File: src/design/pli_pkg.sv
`default_nettype none
package pli_pkg;

  localparam int MaxPoints = 16;
  localparam int NumPointsW = 5;
  localparam int DataW = 32;
  localparam int FifoDepth = 2;

  typedef enum logic {
    CMD_WRITE = 1'b0,
    CMD_EVAL  = 1'b1
  } cmd_t;

  typedef enum logic [1:0] {
    REG_LOW    = 2'd0,
    REG_HIGH   = 2'd1,
    REG_INTERP = 2'd2,
    REG_NONE   = 2'd3
  } region_t;

  typedef struct packed {
    logic                    is_eval;
    logic [7:0]              idx;
    logic signed [DataW-1:0] xv;
    logic signed [DataW-1:0] yv;
  } job_t;

  typedef enum logic [2:0] {
    ST_IDLE,
    ST_RD0,
    ST_RDLAST,
    ST_SCAN,
    ST_MUL,
    ST_DIV,
    ST_FIN,
    ST_OUT
  } state_t;

endpackage
`default_nettype wire

File: src/design/pli_front.sv
`default_nettype none
module pli_front #(
  parameter int MAX_POINTS = pli_pkg::MaxPoints,
  parameter int IDX_W = (MAX_POINTS > 16) ? $clog2(MAX_POINTS) : 4
) (
  input  wire logic                         clk,
  input  wire logic                         rst_n,
  input  wire logic                         in_valid,
  output logic                              in_stall,
  input  wire logic                         in_cmd,
  input  wire logic [IDX_W-1:0]             in_point_index,
  input  wire logic signed [pli_pkg::DataW-1:0] in_x_value,
  input  wire logic signed [pli_pkg::DataW-1:0] in_y_value,
  output logic                              q_valid,
  input  wire logic                         q_pop,
  output pli_pkg::job_t                     q_job
);

  pli_pkg::job_t fifo_r [pli_pkg::FifoDepth];
  logic [0:0] wp_r, rp_r;
  logic [1:0] cnt_r;
  logic push;
  pli_pkg::job_t job;

  always_comb begin
    job.is_eval = (pli_pkg::cmd_t'(in_cmd) == pli_pkg::CMD_EVAL);
    job.idx = 8'(in_point_index);
    job.xv = in_x_value;
    job.yv = in_y_value;
  end

  assign in_stall = (cnt_r == 2'd2);
  assign push = in_valid && !in_stall &&
                (job.is_eval || (32'(in_point_index) < MAX_POINTS));
  assign q_valid = (cnt_r != 2'd0);
  assign q_job = fifo_r[rp_r];

  always_ff @(posedge clk) begin
    if (push) fifo_r[wp_r] <= job;
  end

  always_ff @(posedge clk) begin
    if (!rst_n) begin
      wp_r <= '0;
      rp_r <= '0;
      cnt_r <= '0;
    end else begin
      if (push) wp_r <= wp_r + 1'b1;
      if (q_pop) rp_r <= rp_r + 1'b1;
      cnt_r <= cnt_r + 2'(push) - 2'(q_pop);
    end
  end

endmodule
`default_nettype wire

File: config.mk
export PLATFORM = sky130hd
export DESIGN_NAME = pli_front
export DESIGN_NICKNAME = d
export VERILOG_FILES = /design/src/design/pli_pkg.sv /design/src/design/pli_front.sv
export SDC_FILE = /design/constraint.sdc
export NUM_CORES = 1
export LEC_CHECK = 0
export BUFFER_PORTS_ARGS = -buffer_cell sky130_fd_sc_hd__buf_2
export CAP_MARGIN = 20
export CORE_UTILIZATION = 43
export CTS_BUF_LIST = sky130_fd_sc_hd__clkbuf_16
export DETAILED_ROUTE_END_ITERATION = 12
export PLACE_DENSITY = 0.73
export SLEW_MARGIN = 20
export SYNTH_ARGS = -nofsm -noshare
export SYNTH_HDL_FRONTEND = slang
export SYNTH_SLANG_ARGS = --single-unit
File: constraint.sdc
create_clock -name clk -period 4.9 [get_ports clk]
set_input_delay 0.245 -clock clk [delete_from_list [all_inputs] [get_ports clk]]
set_output_delay 0.245 -clock clk [all_outputs]
set_load 0.02 [all_outputs]
Word-level counts from Yosys, hierarchy flattened:

Memory sizes are Yosys's and may differ from the RTL's. A register that Yosys moved wholly into a read port is not among the register bits.
Cells that the tools add are included.

* reduce and logical (&&, ||, !) cells: 3
* add/subtract/negate cells: 4
* equal/unequal tests: 1
* mux-type cells: 4

Operators with widths (count)
* 1-bit 2-to-1 mux: 4
* 1-bit adder (second input constant): 2
* 2-bit by 1-bit adder with 2-bit output: 1
* 2-bit == test (second input constant): 1
* 2-bit nonzero test: 1
* 2-bit by 1-bit subtractor with 2-bit output: 1
* 1-bit logical AND: 1
* 1-bit logical NOT: 1

* flip-flop bits (word level): 4
* output and inout bits: 75
* bits in writable memories: 138
* word-level logic and storage cells: 16
* input port bits: 73
* memories: 1

Memories
* fifo_r: words 2, width 69, rd ports 1, clocked after memory_dff 1, write ports 1, line pli_front.sv:19 `pli_pkg::job_t fifo_r [pli_pkg::FifoDepth];`

Longest topological paths before layout:

* word-level depth: 5
* depth in mapped cells: 8
* mapped depth without buffers: 8

Least setup slack after synthesis:

OpenSTA, ideal clock, no wires.

* path kind: register to register
* start point: register cnt_r[0]
* end point: memory fifo_r[0][0] in the netlist's numbering, enable pin
* cell stages (with the launch flop): 4
* period minus slack after synthesis: 3935 ps
* data required time: 4404 ps
* data arrival time: 3438 ps
* path slack: 965 ps
* cells stage by stage: dfxtp_1 nand2b_1 nand2_1 nor2_1

* longest elaborated chain between the ends: 5

RTL lines
* start, declared: line pli_front.sv:21 `logic [1:0] cnt_r;`
* start signal, assigned: line pli_front.sv:50 `cnt_r <= cnt_r + 2'(push) - 2'(q_pop);`
* 2-bit == test: line pli_front.sv:32 `assign in_stall = (cnt_r == 2'd2);`
* 1-bit logical NOT: line pli_front.sv:33 `assign push = in_valid && !in_stall &&`
* 1-bit logical AND: line pli_front.sv:33
* 1-bit 2-to-1 mux: line pli_front.sv:39 `if (push) fifo_r[wp_r] <= job;`
* 1-bit 2-to-1 mux (not written as such): line pli_front.sv:39
* end, declared: line pli_front.sv:19

Every way passes these cells.

==> summary.md <==
| Metric | Value |
|---|---|
| Outcome | complete, no violations |
| Setup TNS | 0 ns |
| RR Endpoint | fifo_r[0][22]$_DFFE_PP_ |
| Asr flop ratio synth | 0% |
| Worst skew pair latency | 0.41 ns |
| Synth area leader | edfxtp_1 |
| # rows | 40 |
| CTS Buffer Depth | 2 |
| Sequential fraction of the synthesis area | 80.32% |
| Cell variety after synth | 21 |
| Max stage delay on crit path | 1.00 ns |
| Diode count | 0 |
| Filler cells | 937 |
| WL met3 | 695 um |
| Post-synth EDFFs | 138 |
| Worst reg2reg path startpoint | cnt_r[0]$_SDFF_PN0_ |
| Initial antenna violation count | 0 |
| Die W | 112.9 um |
| Vias in the first global route | 2778 |
| CP Launch Type | flip-flop |
| Hold Buf Count CTS | 0 |
| Vias after detailed routing | 2697 |
| Largest net degree at the start of global routing | 70 |
| Iteration-0 DRC Markers | 158 |
| Fmax | 439.5 MHz |
| Most common flop cell mapped by yosys | edfxtp_1 |
| DRC | 0 |
| Drt total wl | 8.653 mm |
| R2R setup slack | 2.79 ns |
| Worst hold stages | 1 |
| Post-CTS sizing | 0 |
| LEAKAGE | 2.612 nW |
| Min Hold Slack | 0.02187 ns |
| Vias per inst | 4.782 |
| Synth Cell Area | 0.005284 mm^2 |
| Max Cap Violations | 0 |
| Pwr dens | 485.7 mW/mm^2 |
| Post-DP HPWL | 5.330 mm |
| Starting density of the core | 43.99% |
| Gr usage total | 14.04% |
| H-tree lvl count | 4 |
| Max Used Layer | met4 |
| DP Area | 0.006126 mm^2 |
| Area contributors post-synth | edfxtp_1 78%, mux2_2 13%, mux2_4 2.8% |
| Delay-heaviest family, CP | flip-flops |
| Full die area | 0.01274 mm^2 |
| Reg clk slew, reported paths | 0.06 ns |
| Tot Pwr | 3.300 mW |
| Wl on met1 | 3.472 mm |
| Fraction of layout cells with a size suffix above 1 | 58.99% |
| Synth top area share | 78.43% |
| Global route overflow | 0 |
| Clk root buf | clkbuf_16 |
| Fin. Hold Viols | 0 |
| CTS tree | done |
| Max Clock Skew | 0.005439 ns |
| Placeable Area | 0.01201 mm^2 |
| Met2 wire length | 4.361 mm |
| CP max stage cell | dfxtp_4 |
| I/O pin count | 148 |
| Crit path max fanout | 69 |
| Data arrival, critical path | 2.03 ns |
| Sink Count | 143 |
| Hold Path Sink | fifo_r[0][3]$_DFFE_PP_ |
| Finished Cell Area | 0.006794 mm^2 |
| Hold Crit Class | input pin to flip-flop |
| Register-to-Register Path Depth | 4 |
| Post-synth top cells | 138 x edfxtp_1, 59 x mux2_2, 10 x mux2_4, 5 x buf_2, 5 x dfxtp_1 |
| Crit path kind | flip-flop to primary output |
| Layout Utilization | 56.56% |
| Synth Register Bits | 143 |
| CP endpoint kind | primary output |
| Largest vdd supply drop | 0.2968 mV |
| Final nets | 480 |
| Routability cong. | 0.6338 |
| Die Ht | 112.9 um |
| Count leader, synth | edfxtp_1 |
| Yosys warnings | 0 |
| Slew HR | 34.36% |
| Crit-path cells | mux2_2, buf_2 |
| Max Transition Viols Final | 0 |
| Syn-to-layout area delta | 28.58% |
| Global-route wire length before repair | 13.10 mm |
| Final Cycle Share | 46.43% |
| Detail Route Antenna Nets | 0 |
| # setup viols final | 0 |
| Buffers on Ports | 143 |
| Actual slew at the worst max-slew pin | 0.9846 ns |
| RSZ-0062 raised after global routing | no |
| CP Data Required Time | 4.66 ns |
| Mapped Avg Cell Area | 21.48 um^2 |
| Crit path buf inv count | 1 |
| TritonCTS Buffers | 17 |
| Final Critical Period | 2.275 ns |
| DR pass1 iterations | 4 |
| Wirelength per Cell | 15.34 um |
| Post CTS Setup Buffer Count | 0 |
| Hold wc startpoint | in_y_value[3] |
| Cells after Synth | 246 |
-- cells by family after synthesis --
group	Yosys count	synth area share (%)
flip-flops	143	80.32
multiplexers	70	15.61
buffers and inverters	15	1.965
AND/OR/NAND/NOR	13	1.231
XOR/XNOR	2	0.3316
adder cells (fa/ha/maj)	2	0.4735
other	1	0.07097
-- how the worst max path moves through the flow --
stage	to	slack, ns	depth (start not counted)
after floorplan	fifo_r[0][0]$_DFFE_PP_	0.97	3
after global placement	fifo_r[0][49]$_DFFE_PP_	2.49	4
after detailed placement	fifo_r[0][62]$_DFFE_PP_	2.39	4
after CTS	fifo_r[0][49]$_DFFE_PP_	2.37	4
after global routing	q_job[30]	2.50	2
final	q_job[30]	2.62	2
-- sequential cells by signal, indices dropped and copies added, names as in the netlist, named ones only --
signal and flops:
fifo_r 138, cnt_r 2, rp_r 1, wp_r 1
-- area by class of cell --
class	count	area, um^2	share of cell area, %
clock buffer	17	425.4	6.262
clock inverter	14	175.2	2.578
inverter	3	11.26	0.1657
multi-input combinational	91	959.7	14.13
sequential	143	4248	62.52
tap	147	183.9	2.707
timing repair buffer	149	790.8	11.64
-- routing by layer --
metal  up-vias  track usage (%)
met5         -                0
met4         0            6.404
met3        10            7.392
met2       102            23.37
met1      1311            14.76
li1       1274                -
-- where the power goes --
part	internal (mW)	total, mW	switching [mW]
registers	1.49	1.54	0.0515
logic	0.193	0.464	0.271
clock network	0.839	1.29	0.453
-- through the flow --
step | setup WS (ns) | cells
2_1_floorplan | 0.9654 | 249
3_3_place_gp | 2.491 | 528
3_5_place_dp | 2.387 | 528
4_1_cts | 2.370 | 559
5_1_grt | 2.498 | 564
6_report | 2.625 | 564
-- cells in the final DEF, fill, tap and decap left out, types with 2 or more instances in the layout --
| cell type | n |
|---|---|
| buf_2 | 143 |
| edfxtp_1 | 138 |
| mux2_2 | 59 |
| clkbuf_16 | 17 |
| mux2_4 | 10 |
| inv_1 | 4 |
| conb_1 | 4 |
| clkinv_2 | 4 |
| bufinv_16 | 4 |
| dfxtp_1 | 4 |
| dlygate4sd3_1 | 4 |
| nor2_1 | 3 |
| nand2b_1 | 2 |
| nand2_1 | 2 |
| and2_1 | 2 |
| ha_1 | 2 |
| clkinvlp_4 | 2 |
| clkinv_1 | 2 |
Power figures use the tool's default switching activity.
